[config.mk]
export PLATFORM = sky130hd
export DESIGN_NAME = ctcg_csr
export DESIGN_NICKNAME = d
export VERILOG_FILES = /design/src/hw/rtl/ctcg_pkg.sv /design/src/hw/rtl/ctcg_csr.sv
export SDC_FILE = /design/constraint.sdc
export NUM_CORES = 1
export LEC_CHECK = 0
export BUFFER_PORTS_ARGS = -buffer_cell sky130_fd_sc_hd__clkbuf_2
export CAP_MARGIN = 40
export CORE_AREA = 3 3 49 51
export DETAILED_ROUTE_END_ITERATION = 10
export DIE_AREA = 0 0 52 54
export GPL_ROUTABILITY_DRIVEN = 0
export GPL_TIMING_DRIVEN = 0
export PLACE_DENSITY = 0.85
export SETUP_SLACK_MARGIN = 0.15
export SYNTH_ARGS = -nofsm -noshare
export SYNTH_HDL_FRONTEND = slang
export SYNTH_SLANG_ARGS = --single-unit
[constraint.sdc]
create_clock -name clock -period 1.98 [get_ports clock]
set_input_delay 0.297 -clock clock [delete_from_list [all_inputs] [get_ports clock]]
set_output_delay 0.297 -clock clock [all_outputs]
set_load 0.05 [all_outputs]
[src/hw/rtl/ctcg_pkg.sv]
// ctcg_pkg: shared types, widths and constants of the ctc greedy decoder
// no dependencies; imported by the channel interfaces and every rtl module
`default_nettype none

package ctcg_pkg;

   // field widths of the item and result channels
   localparam int PROB_W  = 16;
   localparam int LABEL_W = 8;
   localparam int COUNT_W = 9;
   localparam int SCORE_W = 32;

   // defaults of the top level parameters
   localparam int DEF_MAX_CLASSES = 256;
   localparam int DEF_PROB_BITS   = 16;

   // class count register
   localparam logic [COUNT_W-1:0] CLASS_COUNT_RESET = 9'd29;
   localparam int  CSR_ADDR_W  = 3;
   localparam int  CSR_DATA_W  = 32;
   localparam logic CSR_IDX_CLASS_COUNT = 1'b0;

   // log unit: q1.31 mantissa, one fraction bit per squaring stage
   localparam int Y_W      = 32;
   localparam int FRAC_W   = 16;
   localparam int SQ_STEPS = 16;
   localparam int MSB_W    = $clog2(PROB_W);
   localparam int INT_W    = 6;
   localparam int WHOLE_W  = INT_W + FRAC_W;
   localparam logic [31:0] LN2_Q32 = 32'hB17217F8;

   // timestep record from the argmax front end
   typedef struct packed {
      logic [LABEL_W-1:0] label;
      logic               label_valid;
      logic               last;
      logic [PROB_W-1:0]  prob;
   } ctcg_rec_type;

   // timestep record with its -ln(max) in q16.16
   typedef struct packed {
      logic [LABEL_W-1:0] label;
      logic               label_valid;
      logic               last;
      logic [SCORE_W-1:0] neg_ln;
   } ctcg_scored_type;

endpackage

`default_nettype wire

[src/hw/rtl/ctcg_csr.sv]
// ctcg_csr: apb-style register port holding the class count
// depends on ctcg_pkg
`default_nettype none

module ctcg_csr
   import ctcg_pkg::*;
(
   input  wire logic                  clock,
   input  wire logic                  reset,
   input  wire logic                  psel,
   input  wire logic                  penable,
   input  wire logic                  pwrite,
   input  wire logic [CSR_ADDR_W-1:0] paddr,
   input  wire logic [CSR_DATA_W-1:0] pwdata,
   output logic      [CSR_DATA_W-1:0] prdata,
   output logic                       pready,
   output logic      [COUNT_W-1:0]    class_count
);

   logic [COUNT_W-1:0] class_count_ff;
   logic [COUNT_W-1:0] class_count_in;
   logic               reg_index;

   assign reg_index = paddr[2];
   assign pready    = 1'b1;

   // write decode, other register indexes are ignored
   always_comb begin
      class_count_in = class_count_ff;
      if (psel && penable && pwrite && (reg_index == CSR_IDX_CLASS_COUNT)) begin
         class_count_in = pwdata[COUNT_W-1:0];
      end
   end

   always_ff @(posedge clock) begin
      if (reset) begin
         class_count_ff <= CLASS_COUNT_RESET;
      end else begin
         class_count_ff <= class_count_in;
      end
   end

   // read back
   always_comb begin
      prdata = '0;
      if (reg_index == CSR_IDX_CLASS_COUNT) begin
         prdata = {{(CSR_DATA_W-COUNT_W){1'b0}}, class_count_ff};
      end
   end

   assign class_count = class_count_ff;

endmodule

`default_nettype wire

==> metrics.csv <==
stage;metric;value;unit
status;status;completed;
routing;DR top layer;met3;
sta;Max Clk Rate;0.764;GHz
clock_network;CTS resizes;0;
yosys;YS warnings;0;
sta;Hold Fails Final Rpt;0;
placement;Post-DP HPWL;1.20;mm
sta;RSZ-0062 raised after global routing;false;
worst_setup_path;crit-path max FO;3;
layout;Final nets;173;
grt;grt total ovfl;0;
yosys;Yosys reg bits;9;
yosys;Synth Instances;75;
routing;vias per cell;3.62;
worst_setup_path;crit path launch type;flip-flop;
die;Initial Util;33.3;%
die;Core ar.;1980;µm²
clock_network;CTS HTree Levels;1;
pwr;VDD IR max;0.315;mV
worst_setup_path;Data arrival, critical path;1.01;ns
worst_setup_path;FF-to-FF End;class_count[2];
worst_setup_path;Worst Path Required;1.68;ns
sta;Final period util;66.1;%
clock_network;cts bufs inserted;3;
layout;Layout Cells excl Fill;159;
worst_setup_path;Crit. Startpoint;class_count[0];
layout;layout cells sized above 1;52.3;%
flow_run;Max Cap Viol;0;
clock_network;CTS sink count;9;
routing;DR iter-0 viols;0;
worst_setup_path;CP max stage delay;0.35;ns
clock_network;Clock Root Buffer;clkbuf_4;
worst_setup_path;R2R setup slack;1.37;ns
layout;Util after Layout;48.3;%
placement;Placed Cells;155;
sta;# setup viols final;0;
routing;DR vias;575;
clock_network;Clk pin slew, worst setup/hold paths;0.06;ns
yosys;area of the mapped netlist;659;µm²
routing;Routed met3 length;209;µm
routing;DRT antenna net count;0;
worst_setup_path;R2R depth;2;
worst_setup_path;WS Path Type;flip-flop to output pin;
grt;largest net degree at the start of global routing;11;
die;IO Pins;82;
grt;vias in the first global route;534;
grt;initial antenna violation count;0;
placement;Port-buffer cells;31;
layout;area added between synthesis and finish;45.2;%
routing;DRC Markers;0;
die;die height;54;µm
routing;routed wire length per instance;8.72;µm
sta;worst hold margin;0.284;ns
routing;Detailed Routing Iterations Pass 1;1;
pwr;power consumption;556;µW
pwr;leakage power;0.540;nW
yosys;Yosys cell types;11;
yosys;register area share after synthesis;27.3;%
worst_setup_path;crit path buf inv count;1;
clock_network;Setup Buffers After CTS;0;
clock_network;Hold Buf Count CTS;0;
die;die width;52;µm
sta;post-layout min period;1.31;ns
worst_setup_path;Stages on worst setup path;2;
layout;diode count;0;
grt;GRT Total Usage;10.5;%
die;Cell Rows;16;
worst_setup_path;CP max-delay cell;dfxtp_1;
worst_setup_path;R2R Path Start;class_count[2];
routing;final wirelength;1.39;mm
sta;skew final;0;ns
sta;Final Max Tran Viols;0;
worst_setup_path;Critical Path End Type;output pin;
worst_setup_path;crit path cell chain;and2b_2 -> clkbuf_2;
die;die area;2810;µm²
clock_network;Max clock buf depth;2;
clock_network;TritonCTS clock tree;done;
grt;global-route wire length before repair;2.18;mm
layout;Largest register FFs;9;
worst_setup_path;CP delay by family, top;flip-flops;
clock_network;Skew-Pair Late Insertion Delay;0.25;ns
routing;metal1 wirelength;477;µm
pwr;PD cells;581;nW/µm²
sta;TNS Setup;0;ns
routing;met2 wire len;699;µm
hold_path;HP Class;input pin to flip-flop;
worst_setup_path;critical path endpoint;prdata[0];
yosys;mean post-synth cell area;8.79;µm²
[layer usage]
metal,global-route usage (%),up-vias
met4,3.93,0
met2,20.7,36
li1,-,299
met1,9.90,240
met3,3.32,0
met5,0,-
[per-stage QoR]
stage	setup slack [ns]	cell area, µm²
2_1_floorplan	0.673	742
3_3_place_gp	0.724	931
3_5_place_dp	0.718	931
4_1_cts	0.654	957
5_1_grt	0.609	957
6_report	0.670	957
[placed cells by master (no fill, tap or decap), drive strengths merged]
cell type and n:
mux2i 9, dfxtp 9, conb 24, buf 26
nor2 8, and4b 1, and2b 9, clkbuf 36
nand2b 10
[worst min-delay path by stage]
stage | start | to | depth (start not counted)
finish | pwdata[5] | class_count[5] | 3
global route | pwdata[5] | class_count[5] | 3
CTS | pwdata[5] | class_count[5] | 3
detailed placement | class_count[5] | class_count[5] | 2
global placement | class_count[6] | class_count[6] | 2
floorplan | pwdata[1] | class_count[1] | 2
[cell usage after synthesis]
| master | count | area share [%] |
|---|---|---|
| nand2b_1 | 10 | 9.5 |
| dfxtp_1 | 9 | 27 |
| buf_4 | 24 | 27 |
| buf_6 | 1 | 1.7 |
| and2b_2 | 9 | 12 |
| mux2i_1 | 9 | 14 |
| nor2_1 | 8 | 4.6 |
| clkbuf_1 | 1 | 0.57 |
| buf_2 | 1 | 0.76 |
| and4b_1 | 1 | 1.5 |
| conb_1 | 2 | 1.1 |
[cell families after synthesis]
kind of cell / after synthesis / synth area share, %
simple gates: 28 / 27.5
buf+inv: 27 / 30.4
mux: 9 / 13.7
flops: 9 / 27.3
other cells: 2 / 1.14
[worst min-delay path: stages]
cell and delay, ns:
clkbuf_2 0.08, nand2b_1 0.05, mux2i_1 0.06
[layout make-up]
class                   instances  area [µm²]
plain buffers                  27         200
clock buffers                   4        26.3
fillers                       209        1020
multi-input cells              61         362
flip-flops and latches          9         180
well taps                      27        33.8
repair buffers                 31         155
[report_power, final]
part           switching, mW  internal [mW]  total, mW
clock                 0.0624         0.0776      0.140
combinational          0.163         0.0650      0.228
sequential           0.00260          0.185      0.188
Note: power is estimated with default switching activity, not from simulation.
