$ cat config.mk
export PLATFORM = sky130hd
export DESIGN_NAME = ctcg_score_flat
export DESIGN_NICKNAME = d
export VERILOG_FILES = /design/src/hw/rtl/ctcg_pkg.sv /design/src/hw/rtl/ctcg_if.sv /design/src/hw/rtl/ctcg_score.sv /design/src/flat_wrapper.sv
export SDC_FILE = /design/constraint.sdc
export NUM_CORES = 1
export LEC_CHECK = 0
export ABC_AREA = 0
export BUFFER_PORTS_ARGS = -buffer_cell sky130_fd_sc_hd__buf_2
export CORE_UTILIZATION = 56
export CTS_CLUSTER_DIAMETER = 30
export DETAILED_ROUTE_END_ITERATION = 10
export PLACE_DENSITY = 0.81
export SKIP_CTS_REPAIR_TIMING = 1
export SKIP_LAST_GASP = 1
export SLEW_MARGIN = 20
export SYNTH_ARGS = -nofsm -noshare
export SYNTH_HDL_FRONTEND = slang
export SYNTH_SLANG_ARGS = --single-unit
$ cat constraint.sdc
create_clock -name clock -period 3.71 [get_ports clock]
set_input_delay 0.1855 -clock clock [delete_from_list [all_inputs] [get_ports clock]]
set_output_delay 0.1855 -clock clock [all_outputs]
set_load 0.05 [all_outputs]
$ cat src/hw/rtl/ctcg_pkg.sv
// ctcg_pkg: shared types, widths and constants of the ctc greedy decoder
// no dependencies; imported by the channel interfaces and every rtl module
`default_nettype none

package ctcg_pkg;

   // field widths of the item and result channels
   localparam int PROB_W  = 16;
   localparam int LABEL_W = 8;
   localparam int COUNT_W = 9;
   localparam int SCORE_W = 32;

   // defaults of the top level parameters
   localparam int DEF_MAX_CLASSES = 256;
   localparam int DEF_PROB_BITS   = 16;

   // class count register
   localparam logic [COUNT_W-1:0] CLASS_COUNT_RESET = 9'd29;
   localparam int  CSR_ADDR_W  = 3;
   localparam int  CSR_DATA_W  = 32;
   localparam logic CSR_IDX_CLASS_COUNT = 1'b0;

   // log unit: q1.31 mantissa, one fraction bit per squaring stage
   localparam int Y_W      = 32;
   localparam int FRAC_W   = 16;
   localparam int SQ_STEPS = 16;
   localparam int MSB_W    = $clog2(PROB_W);
   localparam int INT_W    = 6;
   localparam int WHOLE_W  = INT_W + FRAC_W;
   localparam logic [31:0] LN2_Q32 = 32'hB17217F8;

   // timestep record from the argmax front end
   typedef struct packed {
      logic [LABEL_W-1:0] label;
      logic               label_valid;
      logic               last;
      logic [PROB_W-1:0]  prob;
   } ctcg_rec_type;

   // timestep record with its -ln(max) in q16.16
   typedef struct packed {
      logic [LABEL_W-1:0] label;
      logic               label_valid;
      logic               last;
      logic [SCORE_W-1:0] neg_ln;
   } ctcg_scored_type;

endpackage

`default_nettype wire

$ cat src/hw/rtl/ctcg_if.sv
// ctcg_req_if, ctcg_rsp_if: valid/ready channels for probability items and results
// depends on ctcg_pkg for the field widths
`default_nettype none


interface ctcg_rsp_if
   import ctcg_pkg::*;
   ();
   logic               valid;
   logic               ready;
   logic [LABEL_W-1:0] label;
   logic               label_valid;
   logic [SCORE_W-1:0] neg_log_score;
   logic               sequence_done;

   modport source (output valid, output label, output label_valid,
                   output neg_log_score, output sequence_done, input ready);
   modport sink (input valid, input label, input label_valid,
                 input neg_log_score, input sequence_done, output ready);
endinterface

`default_nettype wire

$ cat src/hw/rtl/ctcg_score.sv
// ctcg_score: saturating score accumulator and result register
// depends on ctcg_pkg and ctcg_rsp_if; takes records from ctcg_neglog
`default_nettype none

module ctcg_score
   import ctcg_pkg::*;
(
   input  wire logic             clock,
   input  wire logic             reset,
   input  wire logic             nl_valid,
   input  wire ctcg_scored_type  nl,
   output logic                  pipe_en,
   ctcg_rsp_if.source            rsp_ch
);

   logic [SCORE_W-1:0]  score_ff, score_in;
   logic                rsp_valid_ff, rsp_valid_in;
   logic [LABEL_W-1:0]  label_ff;
   logic                label_valid_ff;
   logic [SCORE_W-1:0]  nls_ff;
   logic                done_ff;

   logic [SCORE_W:0]    sum;
   logic [SCORE_W-1:0]  sat;
   logic                emit;
   logic                out_free;
   logic                go;

   // saturating add of this timestep's -ln(max)
   assign sum = {1'b0, score_ff} + {1'b0, nl.neg_ln};
   assign sat = sum[SCORE_W] ? '1 : sum[SCORE_W-1:0];

   // a record without a result never waits on the result register
   assign emit     = nl.label_valid || nl.last;
   assign out_free = !rsp_valid_ff || rsp_ch.ready;
   assign go       = nl_valid && (!emit || out_free);
   assign pipe_en  = !nl_valid || go;

   always_comb begin
      score_in     = score_ff;
      rsp_valid_in = rsp_valid_ff;
      if (go) begin
         score_in = nl.last ? '0 : sat;
      end
      if (rsp_ch.ready) begin
         rsp_valid_in = 1'b0;
      end
      if (go && emit) begin
         rsp_valid_in = 1'b1;
      end
   end

   always_ff @(posedge clock) begin
      if (reset) begin
         score_ff     <= '0;
         rsp_valid_ff <= 1'b0;
      end else begin
         score_ff     <= score_in;
         rsp_valid_ff <= rsp_valid_in;
      end
   end

   // result payload
   always_ff @(posedge clock) begin
      if (go && emit) begin
         label_ff       <= nl.label;
         label_valid_ff <= nl.label_valid;
         nls_ff         <= nl.last ? sat : '0;
         done_ff        <= nl.last;
      end
   end

   assign rsp_ch.valid         = rsp_valid_ff;
   assign rsp_ch.label         = label_ff;
   assign rsp_ch.label_valid   = label_valid_ff;
   assign rsp_ch.neg_log_score = nls_ff;
   assign rsp_ch.sequence_done = done_ff;

endmodule

`default_nettype wire

$ cat src/flat_wrapper.sv
// flat-port wrapper written by rule: the top's interface ports become plain ports
module ctcg_score_flat import ctcg_pkg::*;
  (clock, reset, nl_valid, nl, pipe_en, rsp_ch_valid, rsp_ch_label, rsp_ch_label_valid, rsp_ch_neg_log_score, rsp_ch_sequence_done, rsp_ch_ready);
  ctcg_rsp_if rsp_ch_i ();
  input  wire logic clock;
  input  wire logic reset;
  input  wire logic nl_valid;
  input  wire ctcg_scored_type nl;
  output logic pipe_en;
  output wire logic [$bits(rsp_ch_i.valid)-1:0] rsp_ch_valid;
  output wire logic [$bits(rsp_ch_i.label)-1:0] rsp_ch_label;
  output wire logic [$bits(rsp_ch_i.label_valid)-1:0] rsp_ch_label_valid;
  output wire logic [$bits(rsp_ch_i.neg_log_score)-1:0] rsp_ch_neg_log_score;
  output wire logic [$bits(rsp_ch_i.sequence_done)-1:0] rsp_ch_sequence_done;
  input wire logic [$bits(rsp_ch_i.ready)-1:0] rsp_ch_ready;
  assign rsp_ch_valid = rsp_ch_i.valid;
  assign rsp_ch_label = rsp_ch_i.label;
  assign rsp_ch_label_valid = rsp_ch_i.label_valid;
  assign rsp_ch_neg_log_score = rsp_ch_i.neg_log_score;
  assign rsp_ch_sequence_done = rsp_ch_i.sequence_done;
  assign rsp_ch_i.ready = rsp_ch_ready;
  ctcg_score u_core (.clock(clock), .reset(reset), .nl_valid(nl_valid), .nl(nl), .pipe_en(pipe_en), .rsp_ch(rsp_ch_i));
endmodule
==> results of run 1 <==
[cells in the mapped netlist (all sizes together) (9+ instances only)]
library cell,n,area [sq um]
nand2,54,203
o21ai,53,265
a21oi,48,248
edfxtp,42,1260
nor2,40,155
dfxtp,33,661
ha,32,400
o21a,21,158
nor2b,17,106
clkbuf,13,50.0
xnor2,13,114
buf,10,68.8
xor2,9,78.8
[power by group]
part | switching (mW) | internal (mW) | leakage (nW) | total (mW)
sequential | 0.0238 | 0.951 | 0.679 | 0.975
combinational | 0.428 | 0.216 | 1.42 | 0.644
clock | 0.343 | 0.337 | 0.106 | 0.680
total | 0.795 | 1.50 | 2.20 | 2.30
[registers in the layout, summed over array words and instances, names as in the netlist]
name,flops
u_core.rsp_ch.neg_log_score,32
u_core.score_ff,32
u_core.rsp_ch.label,8
u_core.rsp_ch.label_valid,1
u_core.rsp_ch.sequence_done,1
u_core.rsp_ch.valid,1
[logic make-up (layout without fill, tap and decap cells)]
logic type | after synthesis | in the layout | synth area share [%]
flip-flops | 75 | 75 | 42.0
XOR/XNOR | 22 | 22 | 4.21
AND/OR/NAND/NOR | 151 | 151 | 15.5
adder cells (fa/ha/maj) | 33 | 33 | 9.19
AO/OA/AOI/OAI | 172 | 172 | 24.9
multiplexers | 5 | 5 | 1.12
buffers and inverters | 30 | 124 | 3.17
[critical path: cells and delay by family, from the launching register on]
kind                       cells  cell delay, ns
AOI/OAI and AO/OA              5            1.54
adders and majority gates      1            0.46
buffers and inverters          1            0.24
DFF                            1            0.33
muxes                          1            0.22
and+or+nand+nor                2            0.22
[area by class of cell]
class / instances / share of cell area (%)
Inverter: 7 / 0.488
Clock buffer: 10 / 2.56
Multi-Input combinational cell: 383 / 46.7
Tap cell: 102 / 2.37
Timing Repair Buffer: 101 / 10.9
Sequential cell: 75 / 35.7
Clock inverter: 6 / 1.28
[layer usage]
metal / track usage [%] / wire [microns] / up-vias
met5: 0 / 0 / -
met4: 11.6 / 239 / 0
met1: 36.6 / 4950 / 1955
met3: 4.60 / 940 / 26
li1: - / - / 1970
met2: 47.4 / 5800 / 220
[cells in the final DEF, fill, tap and decap left out, types with 3 or more instances in the layout]
master,instances
buf_2,89
nand2_1,54
o21ai_0,48
a21oi_1,46
edfxtp_1,42
nor2_1,37
dfxtp_1,33
ha_1,32
o21a_1,21
nor2b_1,17
xnor2_1,13
clkbuf_8,10
xor2_1,9
nand3_1,8
and2_1,7
inv_1,7
nor3_1,7
dlygate4sd3_1,7
o21ai_1,5
nand4_1,4
a211oi_2,4
a21boi_0,4
o211ai_1,4
a211oi_1,4
o21bai_1,4
mux2i_1,4
inv_6,4
nand2b_1,3
and4_1,3
o31ai_1,3
a221o_1,3
buf_4,3
[final timing paths]
path                            cells after the start  slack, ns                         endpoint           startpoint
worst max-delay path                               10       0.56  u_core.rsp_ch.neg_log_score[27]  u_core.score_ff[26]
worst min-delay path                                1     -0.004           u_core.rsp_ch.label[1]               nl[35]
worst max register to register                     10       0.56  u_core.rsp_ch.neg_log_score[27]  u_core.score_ff[26]
worst min register to register                      2       0.46              u_core.score_ff[29]  u_core.score_ff[29]
[stage by stage]
| step | instances | instance area [sq um] | worst slack [ns] | power (mW) | hold slack [ns] |
|---|---|---|---|---|---|
| floorplan | 488 | 4580 | 0.465 | 1.47 | 0.255 |
| global placement | 660 | 5080 | 0.703 | 1.59 | 0.362 |
| detailed placement | 661 | 5110 | 0.598 | 1.62 | 0.364 |
| CTS | 677 | 5320 | 0.596 | 2.28 | -0.00625 |
| global route | 684 | 5390 | 0.360 | 2.39 | 0.000742 |
| finish | 684 | 5390 | 0.564 | 2.30 | -0.00443 |
==> flow_summary.ini, run 1 <==
[layout]
antenna_cells = 0
multi_input_area_sq_um = 2520
areaGrowthSynthToFinish_pct = 17.7
layout-drive-gt1-share_pct = 22.0
regArea_sq_um = 1920
fill_cells = 616
layout.nets = 656
finish.utilization_pct = 69.0

[critical_path]
cp-start-kind = flip-flop
worstPathRequired_ns = 3.95
worstPathMaxFanout = 27
arrival_ns = 3.38
critPathCaptureType = flip-flop
crit_chain = ha_1, a21oi_1, a21boi_0, o211ai_1, a21oi_1, a311o_1, buf_12, nor2_1, mux2i_1, and2_1
worstSetupPathType = reg2reg
cpMostUsedCell = a21oi_1
cp_slowest_stage_delay_ns = 0.54
slowest_stage = a21oi_1

[global_routing]
grt_pass1_vias = 3892
antenna_found_initial = 0
grt_first_pass_wirelength_microns = 18900
overflow = 0
grt_max_degree = 38
gr-usage-all-layers_pct = 28.4

[clock_network]
clk_path_buf_depth = 2
clk_pin_slew_worst_paths_ns = 0.09
cts_tree = yes
insertion_delay_ns = 0.37
clock_sinks = 75
cts_inserted_buffers = 9
clockRootBuffer = clkbuf_8
cts.htree.levels = 3

[timing]
rsz0062_at_grt = false
tns_ns = 0
tightest_slew_ns = 1.01
fin_crit_sh_pct = 84.8
fmax_ghz = 0.318
slew_headroom_pct = 32.3
fin_crit_ns = 3.15
hold_violations = 1
fin_skew_ns = 0.0171
setup_viol = 0
whs_ns = -0.00443
slew_violations = 0

[drt]
vias = 4171
wl_per_cell_microns = 17.4
drtPass1Iterations = 5
drt-total-wl_microns = 11900
postRouteAntennaNets = 0
drtIter0Drc = 238
vias_per_cell = 6.10
drc = 0

[status]
violations = negative hold slack
status = finished, violations left

[synthesis]
ys_types = 57
seq_area_frac_synth_pct = 42.0
ys_seq_elements = 75
synth-warning-count = 0
synth_flop_cell = edfxtp_1
synthArstFlopShare_pct = 0
synth_cells = 488
synth_area_sq_um = 4580
syn_avg_cell_area_sq_um = 9.38
synth_nets = 567
synth_edf_count = 42

[placement]
gp_congestion = 0.998
numPortBuffers = 89
dp_hpwl_microns = 8160

[flow_run]
drv_cap = 0

[floorplanning]
start_util_pct = 58.6
fp.dieH_microns = 92.4
row_count = 32
fp.coreArea_sq_um = 7810
die_w_microns = 92.4
io_pins = 90
dieArea_sq_um = 8540

[min_path]
holdCritPathClass = in2reg

[pwr]
vdd_drop_max_mv = 0.189
p_per_area_nw_per_um2 = 427
leakage_nw = 2.20
Note: power is estimated with default switching activity, not from simulation.
==> run 2: changes to the inputs <==
==> constraint.sdc (replaced) <==
create_clock -name clock -period 3.15 [get_ports clock]
set_input_delay 0.1575 -clock clock [delete_from_list [all_inputs] [get_ports clock]]
set_output_delay 0.1575 -clock clock [all_outputs]
set_load 0.05 [all_outputs]
==> flow_summary.ini, run 2 (same netlist as run 1, synthesis figures left out) <==
[status]
status = finished, final reports clean

[critical_path]
worstSetupPathType = reg2reg
cpMostUsedCell = a211oi_2
crit_chain = ha_1, fa_1, a211oi_2, o211ai_2, a211oi_2, nor2_2, a2111oi_1, nor2_1, xnor2_1, a21boi_1
cp_slowest_stage_delay_ns = 0.47
worstPathRequired_ns = 3.25
reg2reg_slack_ns = 0.16
worstPathMaxFanout = 6
cp-start-kind = flip-flop
arrival_ns = 3.09
critPathCaptureType = flip-flop
slowest_stage = a2111oi_1

[placement]
gp_congestion = 0.960
dp_hpwl_microns = 8270
dp_cells = 662
numPortBuffers = 89

[floorplanning]
die_w_microns = 92.4
dieArea_sq_um = 8540
fp.dieH_microns = 92.4
start_util_pct = 58.6
row_count = 32
fp.coreArea_sq_um = 7810
io_pins = 90

[timing]
fmax_ghz = 0.334
whs_ns = 0.171
tightest_slew_ns = 0.675
slew_headroom_pct = 55.0
fin_crit_sh_pct = 94.9
rsz0062_at_grt = false
fin_crit_ns = 2.99
tns_ns = 0
fin_skew_ns = 0.00880
slew_violations = 0
setup_viol = 0
hold_violations = 0

[clock_network]
cts_tree = yes
cts.htree.levels = 3
insertion_delay_ns = 0.36
cts_inserted_buffers = 9
clock_sinks = 75
clk_pin_slew_worst_paths_ns = 0.09
clk_path_buf_depth = 2
clockRootBuffer = clkbuf_8

[pwr]
leakage_nw = 2.21
p_int_mw = 1.75
vdd_drop_max_mv = 0.243
power_switching_mw = 0.923
switching_share_pct = 34.6
total_power_mw = 2.67
clock_power_share_pct = 28.7
p_per_area_nw_per_um2 = 495
seqPwrFrac_pct = 43.0
combPwrFrac_pct = 28.3

[drt]
drtPass1Iterations = 5
wl_per_cell_microns = 16.8
drtIter0Drc = 235
drt-total-wl_microns = 11500
vias = 4083
vias_per_cell = 5.94
postRouteAntennaNets = 0
drc = 0

[global_routing]
grt_max_degree = 38
grt_util_met1_pct = 40.4
grt_pass1_vias = 3900
antenna_found_initial = 0
gr-usage-all-layers_pct = 28.3
gr-usage-met3_pct = 4.76
top_usage_layer = met2
grt_first_pass_wirelength_microns = 18900
met2_usage_pct = 43.5
overflow = 0

[flow_run]
drv_cap = 0

[layout]
final_common_cell = buf_2
layout-drive-gt1-share_pct = 22.2
fill_cells = 694
areaGrowthSynthToFinish_pct = 18.0
finish.utilization_pct = 69.2
layout_common_cells = buf_2, nand2_1, o21ai_0
final_cells = 687
layout.nets = 659
antenna_cells = 0

[min_path]
holdCritPathClass = in2reg
[run 2: worst paths after layout]
path | cells after the start | end | start
hold / removal | 2 | u_core.score_ff[1] | reset
hold reg to reg | 2 | u_core.score_ff[9] | u_core.score_ff[9]
setup / recovery | 10 | u_core.rsp_ch.neg_log_score[28] | u_core.score_ff[0]
setup reg to reg | 10 | u_core.rsp_ch.neg_log_score[28] | u_core.score_ff[0]
[run 2: final cells by class]
| type | instances | area, sq um | share of cell area (%) |
|---|---|---|---|
| flip-flops and latches | 75 | 1920 | 35.6 |
| clock inverters | 7 | 75.1 | 1.39 |
| repair buffers | 104 | 606 | 11.2 |
| inverters | 7 | 26.3 | 0.487 |
| clock buffers | 9 | 124 | 2.29 |
| multi-input cells | 383 | 2520 | 46.7 |
| well taps | 102 | 128 | 2.36 |
[run 2: metal layers]
layer | part of all wire, % | vias up
met1 | 47 | 1926
met2 | 45 | 160
met4 | 2.1 | 0
met3 | 6.3 | 23
li1 | - | 1974
met5 | 0 | -
[run 2: metrics by stage]
stage | cell area, sq um | worst slack, ns
6_report | 5400 | 0.160
5_1_grt | 5400 | 0.00373
4_1_cts | 5310 | 0.122
3_5_place_dp | 5110 | 0.156
3_3_place_gp | 5110 | 0.274
2_1_floorplan | 4580 | 0.440
[run 2: power groups by stage]
stage	Combinational (mW)	Sequential (mW)	Clock (mW)
2_1_floorplan	0.405	1.32	0
3_3_place_gp	0.726	1.17	0
3_5_place_dp	0.738	1.17	0
4_1_cts	0.742	1.15	0.778
5_1_grt	0.825	1.15	0.817
6_report	0.756	1.15	0.767
[run 2: worst max-delay path: cells and delay by family (launching register included)]
| family | cells | cell delay [ns] |
|---|---|---|
| AOI/OAI and AO/OA | 5 | 1.24 |
| adders and majority gates | 2 | 0.68 |
| DFF | 1 | 0.33 |
| and+or+nand+nor | 2 | 0.27 |
| xor gates and xnor gates | 1 | 0.19 |
