**config.mk**
```make
export PLATFORM = sky130hd
export DESIGN_NAME = ctcg_front_flat
export DESIGN_NICKNAME = d
export VERILOG_FILES = /design/src/hw/rtl/ctcg_pkg.sv /design/src/hw/rtl/ctcg_if.sv /design/src/hw/rtl/ctcg_front.sv /design/src/flat_wrapper.sv
export SDC_FILE = /design/constraint.sdc
export NUM_CORES = 1
export LEC_CHECK = 0
export BUFFER_PORTS_ARGS = -buffer_cell sky130_fd_sc_hd__buf_2
export CAP_MARGIN = 30
export CORE_ASPECT_RATIO = 0.7
export CORE_MARGIN = 10
export CORE_UTILIZATION = 45
export DETAILED_ROUTE_END_ITERATION = 10
export PLACE_DENSITY = 0.65
export SYNTH_ARGS = -nofsm -noshare
export SYNTH_HDL_FRONTEND = slang
export SYNTH_SLANG_ARGS = --single-unit
```
**constraint.sdc**
```tcl
create_clock -name clock -period 6.4 [get_ports clock]
set_input_delay 1.28 -clock clock [delete_from_list [all_inputs] [get_ports clock]]
set_output_delay 1.28 -clock clock [all_outputs]
set_load 0.01 [all_outputs]
```
**src/hw/rtl/ctcg_pkg.sv**
```systemverilog
// ctcg_pkg: shared types, widths and constants of the ctc greedy decoder
// no dependencies; imported by the channel interfaces and every rtl module
`default_nettype none

package ctcg_pkg;

   // field widths of the item and result channels
   localparam int PROB_W  = 16;
   localparam int LABEL_W = 8;
   localparam int COUNT_W = 9;
   localparam int SCORE_W = 32;

   // defaults of the top level parameters
   localparam int DEF_MAX_CLASSES = 256;
   localparam int DEF_PROB_BITS   = 16;

   // class count register
   localparam logic [COUNT_W-1:0] CLASS_COUNT_RESET = 9'd29;
   localparam int  CSR_ADDR_W  = 3;
   localparam int  CSR_DATA_W  = 32;
   localparam logic CSR_IDX_CLASS_COUNT = 1'b0;

   // log unit: q1.31 mantissa, one fraction bit per squaring stage
   localparam int Y_W      = 32;
   localparam int FRAC_W   = 16;
   localparam int SQ_STEPS = 16;
   localparam int MSB_W    = $clog2(PROB_W);
   localparam int INT_W    = 6;
   localparam int WHOLE_W  = INT_W + FRAC_W;
   localparam logic [31:0] LN2_Q32 = 32'hB17217F8;

   // timestep record from the argmax front end
   typedef struct packed {
      logic [LABEL_W-1:0] label;
      logic               label_valid;
      logic               last;
      logic [PROB_W-1:0]  prob;
   } ctcg_rec_type;

   // timestep record with its -ln(max) in q16.16
   typedef struct packed {
      logic [LABEL_W-1:0] label;
      logic               label_valid;
      logic               last;
      logic [SCORE_W-1:0] neg_ln;
   } ctcg_scored_type;

endpackage

`default_nettype wire

```
**src/hw/rtl/ctcg_if.sv**
```systemverilog
// ctcg_req_if, ctcg_rsp_if: valid/ready channels for probability items and results
// depends on ctcg_pkg for the field widths
`default_nettype none

interface ctcg_req_if
   import ctcg_pkg::*;
   ();
   logic              valid;
   logic              ready;
   logic [PROB_W-1:0] prob;
   logic              last_of_sequence;

   modport source (output valid, output prob, output last_of_sequence, input ready);
   modport sink (input valid, input prob, input last_of_sequence, output ready);
endinterface


`default_nettype wire

```
**src/hw/rtl/ctcg_front.sv**
```systemverilog
// ctcg_front: input register, running argmax per timestep and label decision
// depends on ctcg_pkg and ctcg_req_if; feeds timestep records to ctcg_neglog
`default_nettype none

module ctcg_front
   import ctcg_pkg::*;
#(
   parameter int MAX_CLASSES = DEF_MAX_CLASSES,
   parameter int PROB_BITS   = DEF_PROB_BITS
)
(
   input  wire logic               clock,
   input  wire logic               reset,
   ctcg_req_if.sink                req_ch,
   input  wire logic [COUNT_W-1:0] class_count,
   input  wire logic               pipe_en,
   output logic                    rec_valid,
   output ctcg_rec_type            rec
);

   localparam logic [31:0] PMAX = 32'((64'd1 << PROB_BITS) - 64'd1);

   // input register
   logic                a_valid_ff, a_valid_in;
   logic [PROB_W-1:0]   a_prob_ff;
   logic                a_last_ff;

   // timestep state
   logic [LABEL_W-1:0]  pos_ff, pos_in;
   logic [PROB_W-1:0]   best_prob_ff, best_prob_in;
   logic [LABEL_W-1:0]  best_idx_ff, best_idx_in;
   logic [LABEL_W-1:0]  prev_label_ff, prev_label_in;
   logic                prev_valid_ff, prev_valid_in;

   // record register
   logic                rec_valid_ff, rec_valid_in;
   ctcg_rec_type        rec_ff, rec_in;

   logic [COUNT_W-1:0]  count_eff;
   logic [PROB_W-1:0]   p_sat;
   logic [PROB_W-1:0]   nb_prob;
   logic [LABEL_W-1:0]  nb_idx;
   logic                step_end;
   logic                lbl_valid;
   logic                a_advance;
   logic                a_take;
   logic                req_take;

   // class count clamped to the supported range
   always_comb begin
      count_eff = class_count;
      if (class_count < COUNT_W'(2)) begin
         count_eff = COUNT_W'(2);
      end else if (class_count > COUNT_W'(MAX_CLASSES)) begin
         count_eff = COUNT_W'(MAX_CLASSES);
      end
   end

   // saturate probability and track the running maximum, first class wins a tie
   always_comb begin
      p_sat = a_prob_ff;
      if ({16'b0, a_prob_ff} > PMAX) begin
         p_sat = PMAX[PROB_W-1:0];
      end
      nb_prob = best_prob_ff;
      nb_idx  = best_idx_ff;
      if ((pos_ff == '0) || (p_sat > best_prob_ff)) begin
         nb_prob = p_sat;
         nb_idx  = pos_ff;
      end
   end

   assign step_end  = a_last_ff || ({1'b0, pos_ff} >= (count_eff - COUNT_W'(1)));
   assign lbl_valid = (!prev_valid_ff || (nb_idx != prev_label_ff))
                      && ({1'b0, nb_idx} != (count_eff - COUNT_W'(1)));

   // a timestep end needs a free slot in the log pipeline
   assign a_advance    = !step_end || pipe_en;
   assign a_take       = a_valid_ff && a_advance;
   assign req_ch.ready = !a_valid_ff || a_advance;
   assign req_take     = req_ch.valid && req_ch.ready;

   // next state
   always_comb begin
      a_valid_in    = a_valid_ff;
      pos_in        = pos_ff;
      best_prob_in  = best_prob_ff;
      best_idx_in   = best_idx_ff;
      prev_label_in = prev_label_ff;
      prev_valid_in = prev_valid_ff;
      rec_valid_in  = rec_valid_ff;
      rec_in        = rec_ff;
      if (a_take) begin
         a_valid_in = 1'b0;
      end
      if (req_take) begin
         a_valid_in = 1'b1;
      end
      if (a_take && !step_end) begin
         pos_in       = pos_ff + LABEL_W'(1);
         best_prob_in = nb_prob;
         best_idx_in  = nb_idx;
      end else if (a_take) begin
         pos_in        = '0;
         best_prob_in  = '0;
         best_idx_in   = '0;
         prev_label_in = a_last_ff ? '0 : nb_idx;
         prev_valid_in = !a_last_ff;
      end
      if (pipe_en) begin
         rec_valid_in = a_take && step_end;
         if (a_take && step_end) begin
            rec_in.label       = lbl_valid ? nb_idx : '0;
            rec_in.label_valid = lbl_valid;
            rec_in.last        = a_last_ff;
            rec_in.prob        = nb_prob;
         end
      end
   end

   // control registers
   always_ff @(posedge clock) begin
      if (reset) begin
         a_valid_ff    <= 1'b0;
         pos_ff        <= '0;
         best_prob_ff  <= '0;
         best_idx_ff   <= '0;
         prev_label_ff <= '0;
         prev_valid_ff <= 1'b0;
         rec_valid_ff  <= 1'b0;
      end else begin
         a_valid_ff    <= a_valid_in;
         pos_ff        <= pos_in;
         best_prob_ff  <= best_prob_in;
         best_idx_ff   <= best_idx_in;
         prev_label_ff <= prev_label_in;
         prev_valid_ff <= prev_valid_in;
         rec_valid_ff  <= rec_valid_in;
      end
   end

   // payload registers
   always_ff @(posedge clock) begin
      if (req_take) begin
         a_prob_ff <= req_ch.prob;
         a_last_ff <= req_ch.last_of_sequence;
      end
      rec_ff <= rec_in;
   end

   assign rec_valid = rec_valid_ff;
   assign rec       = rec_ff;

endmodule

`default_nettype wire

```
**src/flat_wrapper.sv**
```systemverilog
// flat-port wrapper written by rule: the top's interface ports become plain ports
module ctcg_front_flat import ctcg_pkg::*;
#(
   parameter int MAX_CLASSES = DEF_MAX_CLASSES,
   parameter int PROB_BITS   = DEF_PROB_BITS
)
  (clock, reset, class_count, pipe_en, rec_valid, rec, req_ch_valid, req_ch_prob, req_ch_last_of_sequence, req_ch_ready);
  ctcg_req_if req_ch_i ();
  input  wire logic clock;
  input  wire logic reset;
  input  wire logic [COUNT_W-1:0] class_count;
  input  wire logic pipe_en;
  output logic rec_valid;
  output ctcg_rec_type rec;
  input wire logic [$bits(req_ch_i.valid)-1:0] req_ch_valid;
  input wire logic [$bits(req_ch_i.prob)-1:0] req_ch_prob;
  input wire logic [$bits(req_ch_i.last_of_sequence)-1:0] req_ch_last_of_sequence;
  output wire logic [$bits(req_ch_i.ready)-1:0] req_ch_ready;
  assign req_ch_i.valid = req_ch_valid;
  assign req_ch_i.prob = req_ch_prob;
  assign req_ch_i.last_of_sequence = req_ch_last_of_sequence;
  assign req_ch_ready = req_ch_i.ready;
  ctcg_front #(.MAX_CLASSES(MAX_CLASSES), .PROB_BITS(PROB_BITS)) u_core (.clock(clock), .reset(reset), .req_ch(req_ch_i), .class_count(class_count), .pipe_en(pipe_en), .rec_valid(rec_valid), .rec(rec));
endmodule
```
==> summary.md, run 1 <==
| Metric | Value |
|---|---|
| Fill cell count | `between 800 and 900` |
| Chip Width | `141 um` |
| Clock Tree Root | `clkbuf_16` |
| Setup TNS | `0 ns` |
| Fmax | `about 170 MHz` |
| First-pass GRT wire length | `18800 um` |
| Max Root-Sink Buffers | `2` |
| Initial DRC Count | `332` |
| Mapped Avg Cell Area | `9.89 sq um` |
| Register area | `roughly 0.0022 sq mm` |
| CP required | `5.12 ns` |
| # clock sinks | `86` |
| WL per Instance | `between 15 and 20 um` |
| Via-per-instance ratio | `5.64` |
| Vias in the first global route | `~3700` |
| Synth top area share | `between 20% and 30%` |
| Fraction of final layout cells sized beyond drive strength 1 | `17.6%` |
| Syn. warnings | `0` |
| Worst rel slew slack | `a little over a third` |
| Post-cts sizing count | `0` |
| Core area | `~0.01 sq mm` |
| Post-layout nets | `570` |
| Clock transition at path regs | `around 0.060 ns` |
| RSZ-0062 raised after global routing | `false` |
| WS Path Type | `in2out` |
| Input/output buffers | `57` |
| Peak supply drop | `~160 uV` |
| Clock skew | `~0.012 ns` |
| Hpwl dp | `8310 um` |
| Largest net degree at the start of global routing | `34` |
| Post-synth EDFFs | `between 40 and 50` |
| Hold Fails Final Rpt | `0` |
| Total CTS buffers | `9` |
| Antenna violations before repair | `0` |
| TritonCTS clock tree | `built` |
| Critical Path Sink Type | `output pin` |
| Max Cap Viol | `0` |
| Post-Route WL | `about 11000 um` |
| Async S/R FF share, synth | `0%` |
| Synth area leader | `edfxtp_1` |
| Pre-CTS setup slack | `0.479 ns` |
| Final worst slack | `slightly above 0.4 ns` |
| # H-tree levels | `3` |
| Cell types with the highest counts after synthesis | `43 x dfxtp_1, 43 x edfxtp_1, 41 x nand2_1` |
| Postcts setup bufs | `0` |
| Rows | `30` |
| Initial DRT Pass Iterations | `4` |
| ANT cells | `0` |
| # DRC | `0` |
| Synth area leaders | `edfxtp_1 28%, dfxtp_1 19%, ha_1 7.4%` |
| Tmin final | `between 5 and 6 ns` |
| Pwr/cell area | `253 mW/mm^2` |
| Overflow after GRT | `0` |
| Synth Net Count | `520` |
| Leak Pwr | `between 0.002 and 0.0025 uW` |
| Synth-to-Final Area Change | `15.6%` |
| Syn Std Cell Area | `0.00458 sq mm` |
| Post-route ant nets | `0` |
| IO Pins | `58` |
| Setup-failing EPs final | `0` |
| Initial Utilization | `46.7%` |
| GP Congestion | `around 0.93` |
| Die H | `about 100 um` |
| Sequential area share after synthesis | `between 40% and 50%` |
| Critical-path maximum fanout | `8` |
| Worst EP arrival | `between 4 and 5 ns` |
| Worst slew pin tran | `roughly 0.97 ns` |
| Worst Hold Class | `reg2reg` |
| Top_reg_cell synth | `edfxtp_1` |
| Multi-input logic area | `between 0.002 and 0.0025 sq mm` |
| Status | `finished, final reports clean` |
| Area of the die | `around 0.015 sq mm` |
| Clk Latency, worst-skew pair | `0.35 ns` |
| Startpoint types | `input port` |
| Final Max Tran Viols | `0` |
| Part of the cycle the worst path needs | `a little over nine tenths` |
| Seq cells post-synth | `86` |
| Synthesized instance count | `~460` |
| Total GRT Usage | `between 15 and 20%` |
| DR vias | `~3600` |
| Synth cell types | `64` |
| CTS Hold Bufs | `0` |
through the flow:
stage / power (uW) / instances / hold WS, ns / util (%) / cell area [sq um]
3_3_place_gp: 787 / 630 / 0.443 / 50.7 / 4970
3_5_place_dp: 792 / 630 / 0.452 / 50.7 / 4970
6_report: 1340 / 646 / 0.459 / 54.0 / 5290
2_1_floorplan: 741 / 463 / 0.433 / - / 4580
4_1_cts: 1350 / 646 / 0.460 / 54.0 / 5290
5_1_grt: 1400 / 646 / 0.501 / 54.0 / 5290
cell families (layout without fill, tap and decap cells):
logic type	count (synthesis)	in the layout	synth area share (%)
muxes	8	8	1.86
and+or+nand+nor	166	166	19.0
xor gates and xnor gates	22	22	4.21
adders and majority gates	27	27	7.38
AOI/OAI and AO/OA	108	108	16.5
DFF	86	86	47.0
buffers and inverters	46	101	4.07
metal layers:
layer  track usage, %  part of all wire [%]  up-vias
li1                 -                     -     1801
met1             20.9                    47     1708
met2             23.7                    43      117
met3             4.52                   7.2       20
met4             5.00                   2.0        0
met5                0                     0        -
cell usage in the layout (no fill, tap or decap), types with 5 or more instances in the layout:
| master | instances |
|---|---|
| a21oi_1 | 17 |
| nand2_1 | 41 |
| nor3_1 | 16 |
| dfxtp_1 | 43 |
| nand2b_1 | 10 |
| nor4_1 | 8 |
| a22oi_1 | 23 |
| o21ai_0 | 27 |
| xor2_1 | 13 |
| buf_2 | 57 |
| edfxtp_1 | 43 |
| nand3_1 | 14 |
| nor2_1 | 40 |
| or3_1 | 5 |
| nor2b_1 | 5 |
| inv_1 | 24 |
| clkbuf_16 | 9 |
| ha_1 | 27 |
| mux2i_1 | 6 |
| a21o_1 | 6 |
| xnor2_1 | 9 |
layout make-up:
| class | instances | share of cell area (%) |
|---|---|---|
| Multi-Input combinational cell | 331 | 42.5 |
| Sequential cell | 86 | 40.7 |
| Timing Repair Buffer | 61 | 5.96 |
| Clock buffer | 9 | 4.26 |
| Tap cell | 128 | 3.03 |
| Clock inverter | 7 | 1.85 |
| Inverter | 24 | 1.70 |
sequential cells by signal, summed over array words and instances (netlist names):
signal / count
u_core.rec: 26
u_core.a_prob_ff: 16
u_core.best_prob_ff: 16
u_core.best_idx_ff: 8
u_core.pos_ff: 8
u_core.prev_label_ff: 8
u_core.a_last_ff: 1
u_core.a_valid_ff: 1
u_core.prev_valid_ff: 1
u_core.rec_valid: 1
power breakdown:
group	leakage, uW	switching, uW	internal (uW)	total, uW
clock network	0.000152	214	343	556
registers	0.000749	13.2	600	613
logic	0.00117	104	64.9	169
total	0.00207	331	1010	1340
worst paths after layout:
check / endpoint / from / slack, ns / cells past startpoint
worst max-delay path: req_ch_ready / class_count[1] / 0.40 / 12
worst min-delay path: u_core.best_idx_ff[3]$_SDFFE_PP0P_ / u_core.best_idx_ff[3]$_SDFFE_PP0P_ / 0.46 / 2
worst max register to register: u_core.rec[18]$_SDFFCE_PN0P_ / u_core.a_prob_ff[14]$_DFFE_PP_ / 2.23 / 10
worst min register to register: u_core.best_idx_ff[3]$_SDFFE_PP0P_ / u_core.best_idx_ff[3]$_SDFFE_PP0P_ / 0.46 / 2
worst max-delay path, stage by stage:
cell and delay (ns):
buf_2 0.14, or4_1 0.53, o21ai_1 0.42, ha_1 0.42
nor4b_1 0.56, nor4_4 0.11, ha_1 0.33, nand3_1 0.07
o21a_1 0.22, o21ai_0 0.31, nand3b_1 0.16, buf_2 0.17
Power figures use the tool's default switching activity.
==> inputs of run 2 (changes only) <==
--- a/config.mk
+++ b/config.mk
@@ -12,6 +12,7 @@
 export CORE_UTILIZATION = 45
 export DETAILED_ROUTE_END_ITERATION = 10
 export PLACE_DENSITY = 0.65
+export RECOVER_POWER = 50
 export SYNTH_ARGS = -nofsm -noshare
 export SYNTH_HDL_FRONTEND = slang
 export SYNTH_SLANG_ARGS = --single-unit
==> run 2 against run 1 <==
Net effect:
- via count grew 0.49%
- global-route usage is the same
- largest cell class unchanged
- combinational power shrank 3%
- largest power group unchanged
- final area shrank 1.5%
- highest routed layer unchanged
- total power shrank 0.30%
- sequential power is essentially flat
- first-iteration DRC count shrank 14%
- sequential cell count is the same
- final cell count is the same
==> summary.md, run 2 (synthesis results as in run 1) <==
| Metric | Value |
|---|---|
| Status | `finished, final reports clean` |
| Peak supply drop | `159 uV (-0.14%)` |
| Tmin final | `6.00 ns (+0.000627 ns)` |
| Core area | `0.00980 sq mm (unchanged)` |
| Combinational power share | `12.3% (-0.3 points)` |
| Initial DRC Count | `286 (-14%)` |
| Clock Tree Root | `clkbuf_16` |
| Post-route ant nets | `0 (unchanged)` |
| Part of the power in registers | `45.9% (about the same)` |
| Max Cap Viol | `0 (unchanged)` |
| DR vias | `3664 (+0.49%)` |
| Reg2Reg Depth | `10 (unchanged)` |
| Initial DRT Pass Iterations | `4 (unchanged)` |
| Slowest CP cell | `nor4b_1` |
| P_sw | `330 uW (-0.35%)` |
| Critical-path maximum fanout | `8 (unchanged)` |
| Clock skew | `0.0118 ns (-0.000574 ns)` |
| # clock sinks | `86 (unchanged)` |
| ANT cells | `0 (unchanged)` |
| Origin of the critical flop-to-flop path | `u_core.a_prob_ff[14]$_DFFE_PP_` |
| Total GRT Usage | `15.6% (unchanged)` |
| Tot Pwr | `1330 uW (-0.30%)` |
| Worst Hold Launch | `u_core.best_idx_ff[3]$_SDFFE_PP0P_` |
| Hold Crit Depth | `2 (unchanged)` |
| Clock network power share | `41.8% (+0.2 points)` |
| Top cell family by delay on the critical path | `simple AND/OR/NAND/NOR gates` |
| Critical Path Sink Type | `output pin` |
| Fill cell count | `882 (+2.0%)` |
| Largest net degree at the start of global routing | `34 (unchanged)` |
| Hold Fails Final Rpt | `0 (unchanged)` |
| Final Core Density | `53.2% (-0.83 points)` |
| Via-per-instance ratio | `5.67 (+0.49%)` |
| Clock transition at path regs | `0.06 ns (about the same)` |
| Vias in the first global route | `3712 (unchanged)` |
| IO Pins | `58 (unchanged)` |
| Fmax | `167 MHz (about the same)` |
| Initial Utilization | `46.7% (unchanged)` |
| # DRC | `0 (unchanged)` |
| WHS | `0.459 ns (+0.000614 ns)` |
| CP required | `5.12 ns (about the same)` |
| Pint | `1000 uW (-0.28%)` |
| Setup crit start | `class_count[1]` |
| Antenna violations before repair | `0 (unchanged)` |
| CTS Hold Bufs | `0 (unchanged)` |
| Max reg flops | `26 (unchanged)` |
| Post-layout nets | `570 (unchanged)` |
| Worst EP arrival | `4.72 ns (about the same)` |
| Fraction of final layout cells sized beyond drive strength 1 | `11.0% (-6.6 points)` |
| Final Max Tran Viols | `0 (unchanged)` |
| Rows | `30 (unchanged)` |
| Sw Ratio | `24.7% (about the same)` |
| Worst slew pin tran | `1.38 ns (+0.414 ns)` |
| Postcts setup bufs | `0 (unchanged)` |
| First-pass GRT wire length | `18800 um (unchanged)` |
| Most frequent cells in the layout | `43 x edfxtp_1, 43 x dfxtp_1, 41 x nand2_1, 41 x nor2_1` |
| Synth-to-Final Area Change | `13.8%` |
| # H-tree levels | `3 (unchanged)` |
| Multi-input logic area | `0.00221 sq mm (-1.9%)` |
| RSZ-0062 raised after global routing | `false` |
| Startpoint types | `input port` |
| Worst Path Buf+Inv | `2 (unchanged)` |
| Slowest Stage Delay on Critical Path | `0.55 ns (about the same)` |
| Area of the die | `0.0147 sq mm (unchanged)` |
| Setup-failing EPs final | `0 (unchanged)` |
| Clk Latency, worst-skew pair | `0.35 ns (about the same)` |
| Die H | `104 um (unchanged)` |
| Worst rel slew slack | `7.79% (-27 points)` |
| Post-Route WL | `11300 um (+0.43%)` |
| Hpwl dp | `8310 um (unchanged)` |
| Register area | `0.00215 sq mm (unchanged)` |
| WL per Instance | `17.5 um (+0.43%)` |
| TritonCTS clock tree | `built` |
| Worst Hold Class | `reg2reg` |
| Input/output buffers | `57 (unchanged)` |
| Chip Width | `141 um (unchanged)` |
| Crit-path cells | `buf_2, or4_1, o21ai_1, ha_1, nor4b_1, nor4_4, ha_1, nand3_1, o21a_1, o21ai_0, nand3b_1, buf_2` |
| Overflow after GRT | `0 (unchanged)` |
| GP Congestion | `0.929 (unchanged)` |
| Setup TNS | `0 ns (unchanged)` |
| Critical Path End | `req_ch_ready` |
| Post-cts sizing count | `0 (unchanged)` |
| Max Root-Sink Buffers | `2 (unchanged)` |
| Critical Path Stages | `12 (unchanged)` |
| WS Path Type | `in2out` |
| Total CTS buffers | `9 (unchanged)` |
| Flop2flop setup slack | `1.03 ns (-1.20 ns)` |
| Reg2reg end | `u_core.rec[18]$_SDFFCE_PN0P_` |
| Part of the cycle the worst path needs | `93.7% (about the same)` |
| Leak Pwr | `0.00198 uW (-4.4%)` |
| Pwr/cell area | `256 mW/mm^2 (+1.3%)` |
==> run 2: cell count changes in the layout (fill, tap and decap cells not counted), sizes merged <==
cell,change
buf,-29
clkbuf,+29
==> run 2: power by group through the flow <==
stage	Clock, uW	Sequential, uW	Combinational [uW]
3_5_place_dp	0	624	167
2_1_floorplan	0	621	120
5_1_grt	590	615	187
3_3_place_gp	0	623	164
6_report	557	613	164
4_1_cts	571	613	169
==> run 2: layout make-up <==
type                       count  area share (%)
multi-input combinational    331            42.4
sequential                    86            41.3
timing repair buffer          61            5.31
clock buffer                   9            4.32
tap                          128            3.08
clock inverter                 7            1.87
inverter                      24            1.73
==> run 2: metrics by stage <==
step / setup slack (ns) / cells / instance area [sq um]
after floorplan: 1.03 / 463 / 4580
after global placement: 0.624 / 630 / 4970
after detailed placement: 0.479 / 630 / 4970
after CTS: 0.461 / 646 / 5290
after global routing: 0.159 / 646 / 5210
final: 0.403 / 646 / 5210
==> run 2: worst min-delay path by stage <==
stage,end
finish,u_core.best_idx_ff[3]$_SDFFE_PP0P_
global route,u_core.best_idx_ff[4]$_SDFFE_PP0P_
CTS,u_core.best_idx_ff[3]$_SDFFE_PP0P_
detailed placement,u_core.best_idx_ff[3]$_SDFFE_PP0P_
global placement,u_core.best_idx_ff[4]$_SDFFE_PP0P_
floorplan,u_core.best_idx_ff[3]$_SDFFE_PP0P_
==> run 2: worst reg2reg max path, cell delays in order, from the launching register on <==
cell,delay (ns)
edfxtp_1,0.41
ha_1,0.33
nand4_1,0.21
nor4_1,0.87
o21ai_0,0.36
a31oi_1,0.95
nor2_1,0.45
a22oi_1,0.59
xnor2_1,0.15
a2111oi_2,0.68
nor3_1,0.10
==> run 2: routing by layer <==
metal / vias up / part of all wire, % / track usage [%]
met5: - / 0 / 0
met1: 1718 / 47 / 20.9
met3: 22 / 7.4 / 4.52
li1: 1801 / - / -
met2: 123 / 44 / 23.7
met4: 0 / 2.0 / 5.00
